## config.mk

```make
export PLATFORM = sky130hd
export DESIGN_NAME = roll_plan_text_parser_flat
export DESIGN_NICKNAME = d
export VERILOG_FILES = /design/src/hw/rtl/rpp_pkg.sv /design/src/hw/rtl/rpp_text_if.sv /design/src/hw/rtl/rpp_report_if.sv /design/src/hw/rtl/rpp_step.sv /design/src/hw/rtl/roll_plan_text_parser.sv /design/src/flat_wrapper.sv
export SDC_FILE = /design/constraint.sdc
export NUM_CORES = 1
export LEC_CHECK = 0
export ABC_CLOCK_PERIOD_IN_PS = 10000
export BUFFER_PORTS_ARGS = -buffer_cell sky130_fd_sc_hd__buf_2
export CORE_MARGIN = 1.5
export CORE_UTILIZATION = 40
export DETAILED_ROUTE_END_ITERATION = 12
export GPL_ROUTABILITY_DRIVEN = 0
export PLACE_DENSITY = 0.65
export SETUP_SLACK_MARGIN = 0.4
export SKIP_CTS_REPAIR_TIMING = 1
export SLEW_MARGIN = 10
export SYNTH_ARGS = -nofsm -noshare
export SYNTH_HDL_FRONTEND = slang
export SYNTH_SLANG_ARGS = --single-unit
```

## constraint.sdc

```tcl
create_clock -name clk -period 10 [get_ports clk]
set_clock_uncertainty 0.15 [all_clocks]
set_input_delay 1 -clock clk [delete_from_list [all_inputs] [get_ports clk]]
set_output_delay 1 -clock clk [all_outputs]
set_load 0.01 [all_outputs]
```

## src/hw/rtl/rpp_pkg.sv

```systemverilog
package rpp_pkg;

	// Parser phase
	typedef enum logic [3:0] {
		PH_IDLE,
		PH_COUNT,
		PH_DIR,
		PH_HEAD,
		PH_TIME,
		PH_SEMI,
		PH_PEND
	} phase_t;

	// Result kind codes
	typedef enum logic [1:0] {
		KIND_CMD     = 2'd0,
		KIND_VALID   = 2'd1,
		KIND_INVALID = 2'd2
	} kind_t;

	// Roll direction codes
	typedef enum logic [1:0] {
		DIR_CW    = 2'd0,
		DIR_CCW   = 2'd1,
		DIR_SHORT = 2'd2
	} dir_t;

	// Plan text characters
	localparam logic [7:0] CH_NUL   = 8'h00;
	localparam logic [7:0] CH_HASH  = 8'h23;
	localparam logic [7:0] CH_PLUS  = 8'h2B;
	localparam logic [7:0] CH_MINUS = 8'h2D;
	localparam logic [7:0] CH_ZERO  = 8'h30;
	localparam logic [7:0] CH_NINE  = 8'h39;
	localparam logic [7:0] CH_SEMI  = 8'h3B;
	localparam logic [7:0] CH_TILDE = 8'h7E;

	localparam logic [2:0] HEAD_LAST_POS = 3'd2;
	localparam logic [2:0] TIME_LAST_POS = 3'd3;
	localparam logic [9:0] HEAD_MOD      = 10'd360;
	localparam logic [9:0] HEAD_MOD2     = 10'd720;

	// One result item
	typedef struct packed {
		kind_t       kind;
		logic [7:0]  cmd_index;
		dir_t        direction;
		logic [8:0]  heading_deg;
		logic [13:0] roll_time_ms;
		logic [8:0]  plan_count;
	} result_t;

	function automatic logic is_digit(input logic [7:0] c);
		return (c >= CH_ZERO) && (c <= CH_NINE);
	endfunction

	function automatic logic [3:0] digit_val(input logic [7:0] c);
		logic [7:0] d;
		d = c - CH_ZERO;
		return d[3:0];
	endfunction

	// Reduce a three-digit heading (below 1000) modulo 360
	function automatic logic [8:0] head_mod(input logic [9:0] h);
		logic [9:0] r;
		if (h >= HEAD_MOD2) begin
			r = h - HEAD_MOD2;
		end else if (h >= HEAD_MOD) begin
			r = h - HEAD_MOD;
		end else begin
			r = h;
		end
		return r[8:0];
	endfunction

endpackage

```

## src/hw/rtl/rpp_text_if.sv

```systemverilog
interface rpp_text_if;
	logic       valid;
	logic       ready;
	logic       start_req;
	logic [7:0] char_in;

	modport source (output valid, output start_req, output char_in, input ready);
	modport sink   (input valid, input start_req, input char_in, output ready);
endinterface

```

## src/hw/rtl/rpp_report_if.sv

```systemverilog
interface rpp_report_if;
	logic        valid;
	logic        ready;
	logic [1:0]  kind;
	logic [7:0]  cmd_index;
	logic [1:0]  direction;
	logic [8:0]  heading_deg;
	logic [13:0] roll_time_ms;
	logic [8:0]  plan_count;

	modport source (
		output valid, output kind, output cmd_index, output direction,
		output heading_deg, output roll_time_ms, output plan_count,
		input ready
	);
	modport sink (
		input valid, input kind, input cmd_index, input direction,
		input heading_deg, input roll_time_ms, input plan_count,
		output ready
	);
endinterface

```

## src/hw/rtl/rpp_step.sv

```systemverilog
module rpp_step import rpp_pkg::*; #(
	parameter int MAX_COMMANDS = 256
) (
	input  logic       clk,
	input  logic       arst_n,
	input  logic       step,
	input  logic       start_req,
	input  logic [7:0] char_in,
	output logic       res_fire,
	output result_t    res
);

	localparam int CW = $clog2(MAX_COMMANDS + 1);
	localparam logic [CW+3:0] MaxCnt = (CW+4)'(MAX_COMMANDS);

	phase_t        phase_q, phase_d;
	logic [CW-1:0] count_q, count_d;
	logic          ovf_q, ovf_d;
	logic [CW-1:0] cmd_q, cmd_d;
	logic [2:0]    pos_q, pos_d;
	dir_t          dir_q, dir_d;
	logic [9:0]    head_q, head_d;
	logic [13:0]   time_q, time_d;

	logic          digit;
	logic [3:0]    dval;
	logic [CW+3:0] cnt_next;
	logic          cnt_over;
	logic [CW:0]   cmd_inc;
	logic          last_cmd;
	logic          dir_ok;
	dir_t          dir_new;
	logic [CW+7:0] idx_ext;
	logic [CW+8:0] cnt_ext;

	// Shared decode of the current character
	always_comb begin
		digit    = is_digit(char_in);
		dval     = digit_val(char_in);
		cnt_next = (CW+4)'(count_q) * (CW+4)'(10) + (CW+4)'(dval);
		cnt_over = cnt_next > MaxCnt;
		cmd_inc  = (CW+1)'(cmd_q) + (CW+1)'(1);
		last_cmd = cmd_inc >= (CW+1)'(count_q);
		dir_ok   = 1'b1;
		dir_new  = DIR_CW;
		unique case (char_in)
			CH_PLUS:  dir_new = DIR_CW;
			CH_MINUS: dir_new = DIR_CCW;
			CH_TILDE: dir_new = DIR_SHORT;
			default:  dir_ok = 1'b0;
		endcase
	end

	// Next phase
	always_comb begin
		phase_d = phase_q;
		if (phase_q == PH_PEND) begin
			phase_d = PH_IDLE;
		end else if (start_req) begin
			phase_d = (char_in == CH_HASH) ? PH_COUNT : PH_IDLE;
		end else begin
			unique case (phase_q)
				PH_COUNT: begin
					if (!digit) begin
						if (char_in == CH_NUL || ovf_q || count_q == '0) begin
							phase_d = PH_IDLE;
						end else begin
							phase_d = PH_DIR;
						end
					end
				end
				PH_DIR:  phase_d = dir_ok ? PH_HEAD : PH_IDLE;
				PH_HEAD: begin
					if (!digit) begin
						phase_d = PH_IDLE;
					end else if (pos_q == HEAD_LAST_POS) begin
						phase_d = PH_TIME;
					end
				end
				PH_TIME: begin
					if (!digit) begin
						phase_d = PH_IDLE;
					end else if (pos_q == TIME_LAST_POS) begin
						phase_d = PH_SEMI;
					end
				end
				PH_SEMI: begin
					if (char_in != CH_SEMI) begin
						phase_d = PH_IDLE;
					end else begin
						phase_d = last_cmd ? PH_PEND : PH_DIR;
					end
				end
				default: phase_d = PH_IDLE;
			endcase
		end
	end

	// Data updates and result
	always_comb begin
		count_d          = count_q;
		ovf_d            = ovf_q;
		cmd_d            = cmd_q;
		pos_d            = pos_q;
		dir_d            = dir_q;
		head_d           = head_q;
		time_d           = time_q;
		res_fire         = 1'b0;
		res.kind         = KIND_CMD;
		res.direction    = DIR_CW;
		res.heading_deg  = '0;
		res.roll_time_ms = '0;
		idx_ext          = '0;
		if (phase_q == PH_PEND) begin
			res_fire = 1'b1;
			res.kind = KIND_VALID;
		end else if (start_req) begin
			count_d = '0;
			ovf_d   = 1'b0;
			cmd_d   = '0;
			pos_d   = '0;
			dir_d   = DIR_CW;
			head_d  = '0;
			time_d  = '0;
			if (char_in != CH_HASH) begin
				res_fire = 1'b1;
				res.kind = KIND_INVALID;
			end
		end else begin
			unique case (phase_q)
				PH_COUNT: begin
					if (digit) begin
						if (cnt_over) begin
							ovf_d   = 1'b1;
							count_d = MaxCnt[CW-1:0];
						end else begin
							count_d = cnt_next[CW-1:0];
						end
					end else if (char_in == CH_NUL || ovf_q) begin
						res_fire = 1'b1;
						res.kind = KIND_INVALID;
					end else if (count_q == '0) begin
						res_fire = 1'b1;
						res.kind = KIND_VALID;
					end
				end
				PH_DIR: begin
					if (dir_ok) begin
						dir_d  = dir_new;
						head_d = '0;
						time_d = '0;
						pos_d  = '0;
					end else begin
						res_fire = 1'b1;
						res.kind = KIND_INVALID;
					end
				end
				PH_HEAD: begin
					if (digit) begin
						head_d = 10'(head_q * 10'd10 + 10'(dval));
						pos_d  = (pos_q == HEAD_LAST_POS) ? 3'd0 : pos_q + 3'd1;
					end else begin
						res_fire = 1'b1;
						res.kind = KIND_INVALID;
					end
				end
				PH_TIME: begin
					if (digit) begin
						time_d = 14'(time_q * 14'd10 + 14'(dval));
						pos_d  = (pos_q == TIME_LAST_POS) ? 3'd0 : pos_q + 3'd1;
					end else begin
						res_fire = 1'b1;
						res.kind = KIND_INVALID;
					end
				end
				PH_SEMI: begin
					res_fire = 1'b1;
					if (char_in == CH_SEMI) begin
						cmd_d            = cmd_inc[CW-1:0];
						idx_ext          = (CW+8)'(cmd_q);
						res.direction    = dir_q;
						res.heading_deg  = head_mod(head_q);
						res.roll_time_ms = time_q;
					end else begin
						res.kind = KIND_INVALID;
					end
				end
				default: ;
			endcase
		end
		res.cmd_index  = idx_ext[7:0];
		cnt_ext        = (CW+9)'(count_d);
		res.plan_count = cnt_ext[8:0];
	end

	// Hold state between characters, advance on each processed character
	always_ff @(posedge clk or negedge arst_n) begin
		if (!arst_n) begin
			phase_q <= PH_IDLE;
			count_q <= '0;
			ovf_q   <= 1'b0;
			cmd_q   <= '0;
			pos_q   <= '0;
			dir_q   <= DIR_CW;
			head_q  <= '0;
			time_q  <= '0;
		end else if (step) begin
			phase_q <= phase_d;
			count_q <= count_d;
			ovf_q   <= ovf_d;
			cmd_q   <= cmd_d;
			pos_q   <= pos_d;
			dir_q   <= dir_d;
			head_q  <= head_d;
			time_q  <= time_d;
		end
	end

endmodule

```

## src/hw/rtl/roll_plan_text_parser.sv

```systemverilog
// Channel  Dir  Payload                                                  Transaction
// text     in   start_req, char_in                                       valid & ready
// report   out  kind, cmd_index, direction, heading_deg, roll_time_ms,   valid & ready
//               plan_count
//
// One character per cycle unless the report stalls: an input register, the parser
// step, a result register. A character's result, if any, is offered from there.
// Reset clears the parser to idle and empties both registers.
// A stalled report holds the result register; text.ready then drops only if the
// input register is also full.
module roll_plan_text_parser import rpp_pkg::*; #(
	parameter int MAX_COMMANDS = 256
) (
	input logic          clk,
	input logic          arst_n,
	rpp_text_if.sink     text,
	rpp_report_if.source report
);

	logic       valid_s1;
	logic       start_s1;
	logic [7:0] char_s1;
	logic       valid_s2;
	result_t    res_s2;
	logic       advance;
	logic       res_fire;
	result_t    res;

	// Move a character out of stage one when the result register is free
	assign advance    = !valid_s2 || report.ready;
	assign text.ready = !valid_s1 || advance;

	// Input register
	always_ff @(posedge clk or negedge arst_n) begin
		if (!arst_n) begin
			valid_s1 <= 1'b0;
		end else if (text.ready) begin
			valid_s1 <= text.valid;
		end
	end

	always_ff @(posedge clk) begin
		if (text.valid && text.ready) begin
			start_s1 <= text.start_req;
			char_s1  <= text.char_in;
		end
	end

	rpp_step #(
		.MAX_COMMANDS(MAX_COMMANDS)
	) u_step (
		.clk      (clk),
		.arst_n   (arst_n),
		.step     (valid_s1 && advance),
		.start_req(start_s1),
		.char_in  (char_s1),
		.res_fire (res_fire),
		.res      (res)
	);

	// Result register
	always_ff @(posedge clk or negedge arst_n) begin
		if (!arst_n) begin
			valid_s2 <= 1'b0;
		end else if (advance) begin
			valid_s2 <= valid_s1 && res_fire;
		end
	end

	always_ff @(posedge clk) begin
		if (advance && valid_s1 && res_fire) begin
			res_s2 <= res;
		end
	end

	assign report.valid        = valid_s2;
	assign report.kind         = res_s2.kind;
	assign report.cmd_index    = res_s2.cmd_index;
	assign report.direction    = res_s2.direction;
	assign report.heading_deg  = res_s2.heading_deg;
	assign report.roll_time_ms = res_s2.roll_time_ms;
	assign report.plan_count   = res_s2.plan_count;

endmodule
```

## src/flat_wrapper.sv

```systemverilog
// flat-port wrapper written by rule: the top's interface ports become plain ports
module roll_plan_text_parser_flat import rpp_pkg::*;
#(
	parameter int MAX_COMMANDS = 256
)
  (clk, arst_n, text_valid, text_start_req, text_char_in, text_ready, report_valid, report_kind, report_cmd_index, report_direction, report_heading_deg, report_roll_time_ms, report_plan_count, report_ready);
  rpp_text_if text_i ();
  rpp_report_if report_i ();
  input logic clk;
  input logic arst_n;
  input wire logic [$bits(text_i.valid)-1:0] text_valid;
  input wire logic [$bits(text_i.start_req)-1:0] text_start_req;
  input wire logic [$bits(text_i.char_in)-1:0] text_char_in;
  output wire logic [$bits(text_i.ready)-1:0] text_ready;
  output wire logic [$bits(report_i.valid)-1:0] report_valid;
  output wire logic [$bits(report_i.kind)-1:0] report_kind;
  output wire logic [$bits(report_i.cmd_index)-1:0] report_cmd_index;
  output wire logic [$bits(report_i.direction)-1:0] report_direction;
  output wire logic [$bits(report_i.heading_deg)-1:0] report_heading_deg;
  output wire logic [$bits(report_i.roll_time_ms)-1:0] report_roll_time_ms;
  output wire logic [$bits(report_i.plan_count)-1:0] report_plan_count;
  input wire logic [$bits(report_i.ready)-1:0] report_ready;
  assign text_i.valid = text_valid;
  assign text_i.start_req = text_start_req;
  assign text_i.char_in = text_char_in;
  assign text_ready = text_i.ready;
  assign report_valid = report_i.valid;
  assign report_kind = report_i.kind;
  assign report_cmd_index = report_i.cmd_index;
  assign report_direction = report_i.direction;
  assign report_heading_deg = report_i.heading_deg;
  assign report_roll_time_ms = report_i.roll_time_ms;
  assign report_plan_count = report_i.plan_count;
  assign report_i.ready = report_ready;
  roll_plan_text_parser #(.MAX_COMMANDS(MAX_COMMANDS)) u_core (.clk(clk), .arst_n(arst_n), .text(text_i), .report(report_i));
endmodule
```

* Word-level counts from Yosys, hierarchy flattened
Cells that the tools add are included.
** Storage, ports and cells
- Bits in registers :: 107
- Latch bits :: 0
- Memory bits (writable) :: 0
- Memory bits (read-only) :: 0
- Input port bits :: 13
- Output and inout bits :: 46
- Word-level logic and storage cells :: 157
- Memories kept :: 0
** Cells by class
- Add/sub/neg operators :: 8
- Multipliers :: 3
- Div/mod/pow operators :: 0
- Magnitude comparators :: 6
- Equal/unequal tests :: 21
- Shifts and indexed selects :: 0
- Multiplexer cells :: 65
- Bitwise logic cells :: 3
- Reduce and logical (&&, ||, !) cells :: 33
** Operators by type and width (number)
- 2-to-1 mux 9 bit :: 10
- 2-to-1 mux 14 bit :: 3
- equality test 8 x 6 -> 1 bit, second input constant :: 4
- 2-to-1 mux 10 bit :: 3
- 2-to-1 mux 4 bit :: 7
- case mux 14 bit (2 select lines) :: 1
- 2-to-1 mux 2 bit :: 12
- 2-to-1 mux 3 bit :: 8
- case mux 10 bit (2 select lines) :: 1
- case mux 4 bit (5 select lines) :: 1
- inequality test 8 x 6 -> 1 bit, second input constant :: 2
- 2-to-1 mux 1 bit :: 15
- AND reduction 5 bit :: 3
- adder 14 x 4 -> 14 bit :: 1
- multiplier 14 x 3 -> 13 bit, second input constant :: 1
- nonzero test 2 bit :: 7
- adder 13 x 4 -> 13 bit :: 1
- > comparator 13 x 9 -> 1 bit, second input constant :: 1
- equality test 4 x 3 -> 1 bit, second input constant :: 3
- multiplier 9 x 3 -> 12 bit, second input constant :: 1
- AND reduction 4 bit :: 3
- adder 10 x 4 -> 10 bit :: 1
- adder 9 x 1 -> 10 bit, second input constant :: 1
- greater-or-equal comparator 10 bit, second input constant :: 1
- other kinds (32) :: 48

* Logic depth before layout (Yosys ltp)
- Word-level depth :: 8
- Depth in mapped cells :: 13
- Gate-level depth less buffers :: 12

* Modules after synthesis
Synthesis repeated with hierarchy kept, for this count alone.
** Second synthesis, totals
- Cell total of the unflattened synthesis :: 731
- Area, all modules :: 7317.0 µm²
** Modules (own cells, without submodules)
- rpp_step :: times used 1, cells each 668, area each 5614.1 µm², seq. area each 1276.2 µm²
- roll_plan_text_parser :: times used 1, cells each 63, area each 1702.9 µm², seq. area each 1641.6 µm²

* Worst setup path before layout
Ideal clock, no wire load.
- Path kind :: reg-to-reg
- Start point :: register u_core.char_s1[2]
- End point :: register u_core.res_s2 (netlist bit u_core.report.cmd_index[0]) (enable)
- Library setup time :: 0.445 ns
- Arrival :: 3.538 ns
- Data required time :: 9.405 ns
- Slack :: 5.867 ns
- Stages on the path, launching flop included :: 10
- Buffers on the path :: 1
- Clock period less this slack :: 4.133 ns
- Cells stage by stage :: edfxtp_1 o21ai_1 and3_1 clkbuf_2 a21oi_1 o21ai_0 a21o_1 a221oi_1 nor2_1 nor2_1
** Between the ends
- Longest elaborated chain between the ends :: 8
- Elaborated cells between the ends (all ways) :: 20
- Those cells by class :: order compare (2); eq/ne (4); mux (9); reduce/logical (5)
** RTL lines
- from (decl) :: RTL line roll_plan_text_parser.sv:22 : logic [7:0] char_s1;
- from (signal assigned) :: RTL line roll_plan_text_parser.sv:45 : char_s1 <= text.char_in;
- parallel branches: the longest is 5 deep, another holds greater-or-equal comparator 8 x 6 -> 1 bit
- 2-to-1 mux 1 bit * :: RTL line rpp_step.sv:117 : end else if (start_req) begin
- 2-to-1 mux 1 bit * :: RTL line rpp_step.sv:114 : if (phase_q == PH_PEND) begin
- logical AND 1 bit * :: RTL line roll_plan_text_parser.sv:71 : if (advance && valid_s1 && res_fire) begin
- to (signal assigned) :: RTL line roll_plan_text_parser.sv:72 : res_s2 <= res;
- to (decl) :: RTL line roll_plan_text_parser.sv:24 : result_t res_s2;
Every way passes the cells marked *.
A chain may end at the register's enable or synchronous reset.

* Worst setup path after layout
- Start point :: register u_core.u_step.count_q[1]
- End point :: register u_core.u_step.count_q[1]
** Between the ends
- Longest elaborated chain between the ends :: 8
** RTL lines
- from (decl) :: RTL line rpp_step.sv:17 : logic [CW-1:0] count_q, count_d;
- from (signal assigned) :: RTL line rpp_step.sv:209 : count_q <= count_d;
- multiplier 9 x 3 -> 12 bit :: RTL line rpp_step.sv:40 : cnt_next = (CW+4)'(count_q) * (CW+4)'(10) + (CW+4)'(dval);
- adder 13 x 4 -> 13 bit :: RTL line rpp_step.sv:40
- > comparator 13 x 9 -> 1 bit :: RTL line rpp_step.sv:41 : cnt_over = cnt_next > MaxCnt;
- 2-to-1 mux 9 bit :: RTL line rpp_step.sv:133 : if (cnt_over) begin
- 2-to-1 mux 9 bit :: RTL line rpp_step.sv:132 : if (digit) begin
- 2-to-1 mux 9 bit :: RTL line rpp_step.sv:130 : unique case (phase_q)
- 2-to-1 mux 9 bit :: RTL line rpp_step.sv:117
- 2-to-1 mux 9 bit * :: RTL line rpp_step.sv:114
Every way passes the cells marked *; elsewhere a longest branch is shown, timed or not.

==> impl_metrics.csv <==
group,metric,value,unit
sta,tightest_slew,1130,ps
sta,fin_crit_sh,0.355,
setup_path,startpoint,"u_core.u_step.count_q[1]$_DFFE_PN0P_",
logic_synthesis,synth-seq-cells,106,
clock_tree,clk_pin_slew,70,ps
cells_and_area,area_delta_synth_final,10.9,%
place,hpwlAfterDp,11500,um
pwr,p_sw,0.000229,W
drt,routed_wl,15500,um
global_routing,grt_overflow,0,
place,pre_cts_ws,6480,ps
setup_path,end_kind,"register",
cells_and_area,fill_cells,1676,
cells_and_area,layout.nets,858,
min_path,min-delay-start,"u_core.u_step.time_q[13]$_DFFE_PN0P_",
sta,setup_slack,6450,ps
sta,hold_viol_final,0,
global_routing,grt_pass1_wl,25400,um
pwr,intPower,0.000667,W
sta,finalSetupTns,0,ps
drt,antenna_left,0,
pwr,sw_frac_of_total,0.256,
cells_and_area,fin_cells,995,
floorplanning,start_util,0.412,
cells_and_area,n_antenna_cell,0,
sta,fmax,282,MHz
logic_synthesis,synth_top_family_by_area,"simple AND/OR/NAND/NOR gates",
setup_path,startpoint_type,"register",
logic_synthesis,seq_area_frac_synth,0.406,
sta,whs,356,ps
clock_tree,clk_latency,360,ps
logic_synthesis,yosys.area_share.xor_xnor,0.0707,
pwr,pwr-share-comb,0.079,
clock_tree,htree_levels,3,
logic_synthesis,yosysUniqueCellTypes,79,
sta,drv_slew,0,
clock_tree,root_buffer,"clkbuf_16",
logic_synthesis,synth_compound_area_frac,0.164,
floorplanning,die_x,137,um
logic_synthesis,synth.cell_area,0.00718,mm2
drt,post_drt_via_cell_ratio,5.38,
logic_synthesis,synth_adder_area_share,0.146,
logic_synthesis,async_reset_ff_frac,0.500,
setup_path,worstSetupPathType,"register to register",
pwr,seqPwrFrac,0.545,
clock_tree,cts_max_path_buffers,2,
logic_synthesis,synth-simple-area-share,0.175,
floorplanning,fp-row-count,48,
cells_and_area,final_area,0.00797,mm2
place,place_area,0.00769,mm2
place,portBuffers,58,
floorplanning,io_pins,59,
logic_synthesis,ys_warn_count,0,
setup_path,cp_data_arrival_time,3700,ps
drt,wl_per_cell,15.5,um
logic_synthesis,synth_flop_cell,"edfxtp_1",
pwr,leakage,3.49,nW
cells_and_area,regArea,0.00292,mm2
drt,first_pass_iters,5,
clock_tree,tritoncts,"yes",
sta,relSlewSlack,0.246,
pwr,vdd_ir_drop_max,0.0741,mV
drt,first_iter_violations,395,
logic_synthesis,synth-edff-count,53,
logic_synthesis,syn-num-nets,805,
sta,setup_viol,0,
cells_and_area,layout-drive-gt1-share,0.134,
run_status,status,"complete, no violations",
setup_path,path_max_fanout,11,
logic_synthesis,yosys-top-cells-area,"edfxtp_1 (22%), dfrtp_1 (18%), ha_1 (13%)",
clock_tree,cts_made_buffers,9,
sta,layout_min_cycle_time,3550,ps
setup_path,r2r_cells,11,
drt,vias,5349,
setup_path,r2r_slack,6450,ps
setup_path,r2r-end,"u_core.u_step.count_q[1]$_DFFE_PN0P_",
cells_and_area,layout_common_cells,"nand2_1 (77), ha_1 (74), buf_2 (58)",
logic_synthesis,synth.area.mux_share,0.00557,
min_path,worstHoldPathType,"register to register",
setup_path,endpoint,"u_core.u_step.count_q[1]$_DFFE_PN0P_",
logic_synthesis,synth_area_leader_cell,"edfxtp_1",
pwr,powerDensity,113,mW/mm2
cells_and_area,layout_commonest_cell,"nand2_1",
global_routing,grt_max_degree,54,
logic_synthesis,synthCells,712,
global_routing,antenna_found_initial,0,
place,dp.cells,979,
pwr,pwr-share-clk,0.376,
sta,rsz0062_at_grt,"no",
setup_path,required,10150,ps
clock_tree,clock_sinks,106,
drt,drc,0,
logic_synthesis,avgSynthCellArea,10.1,um2
global_routing,first_global_vias,4893,
flow_run,max_cap_viol_count,0,
floorplanning,die_h,137,um
cells_and_area,multiInputGateArea,0.00404,mm2
floorplanning,core,0.0174,mm2
logic_synthesis,synth_top_area_frac,0.222,
setup_path,r2r-start,"u_core.u_step.count_q[1]$_DFFE_PN0P_",
floorplanning,dieArea,0.0188,mm2
global_routing,grtUsageTotal,0.174,
==> per-stage QoR <==
step,util,power (W)
after floorplan,-,0.000536
after global placement,0.441,0.000568
after detailed placement,0.441,0.000569
after CTS,0.457,0.000903
after global routing,0.457,0.000930
final,0.457,0.000896
==> Yosys cell counts (12+ instances only) <==
library cell,number
nand2_1,77
ha_1,74
dfrtp_1,53
edfxtp_1,53
nor2_1,41
xnor2_1,36
inv_1,32
and2_1,31
o21ai_0,28
a21oi_1,24
nor3_1,21
o21ai_1,21
o31ai_1,16
xor2_1,15
a21o_1,14
nand3_1,14
a22o_1,12
==> logic make-up (layout without fill, tap and decap cells) <==
kind of cell,Yosys count,in the layout
and+or+nand+nor,244,244
AOI/OAI and AO/OA,170,170
DFF,106,106
adders and majority gates,80,80
xor gates and xnor gates,54,54
buffers and inverters,54,112
muxes,4,4
==> how the worst min path moves through the flow <==
stage,endpoint,slack (ps),cells past startpoint
3_5_place_dp,u_core.u_step.time_q[13]$_DFFE_PN0P_,360,2
5_1_grt,u_core.u_step.time_q[13]$_DFFE_PN0P_,400,2
6_report,u_core.u_step.time_q[13]$_DFFE_PN0P_,360,2
3_3_place_gp,u_core.u_step.time_q[13]$_DFFE_PN0P_,320,2
2_1_floorplan,u_core.u_step.time_q[13]$_DFFE_PN0P_,300,2
4_1_cts,u_core.u_step.time_q[13]$_DFFE_PN0P_,370,2
==> flip-flops by register name, indices dropped and copies added, names as in the netlist <==
register and cells:
u_core.report.plan_count 9, u_core.u_step.count_q 9, u_core.u_step.phase_q 3, u_core.report.kind 2, u_core.report.cmd_index 8, u_core.report.direction 2, u_core.u_step.ovf_q 1, u_core.start_s1 1
u_core.valid_s1 1, u_core.u_step.pos_q 3, u_core.u_step.cmd_q 9, u_core.u_step.time_q 14, u_core.report.heading_deg 9, u_core.u_step.head_q 10, u_core.u_step.dir_q 2, u_core.char_s1 8
u_core.report.roll_time_ms 14, u_core.report.valid 1
==> cell type report <==
class,count,share of cell area
well taps,225,0.0353
inverters,34,0.0160
clock buffers,9,0.0283
clock inverters,7,0.00675
multi-input cells,552,0.507
flip-flops and latches,106,0.366
repair buffers,62,0.0402
==> metal layers <==
metal,global-route usage,vias to the layer above,wire length (um)
li1,-,2711,-
met2,0.254,129,6730
met1,0.258,2489,7670
met3,0.0304,20,762
met4,0.0585,0,295
met5,0,-,0
==> worst max-delay path, cell delays in order, from the launching register on <==
cell	delay [ps]
dfrtp_1	470
ha_1	320
ha_1	210
inv_1	70
fa_1	450
nand2b_1	210
nor3_1	320
nand4_1	170
o21ai_0	280
nand3_2	310
nor3b_2	350
a22o_1	170
==> power groups by stage <==
stage / sequential, W / clock [W] / combinational (W)
4_1_cts: 0.000489 / 0.000343 / 0.0000713
2_1_floorplan: 0.000498 / 0 / 0.0000387
5_1_grt: 0.000490 / 0.000361 / 0.0000785
3_3_place_gp: 0.000498 / 0 / 0.0000708
3_5_place_dp: 0.000498 / 0 / 0.0000710
6_report: 0.000489 / 0.000337 / 0.0000706
Note: power is estimated with default switching activity, not from simulation.
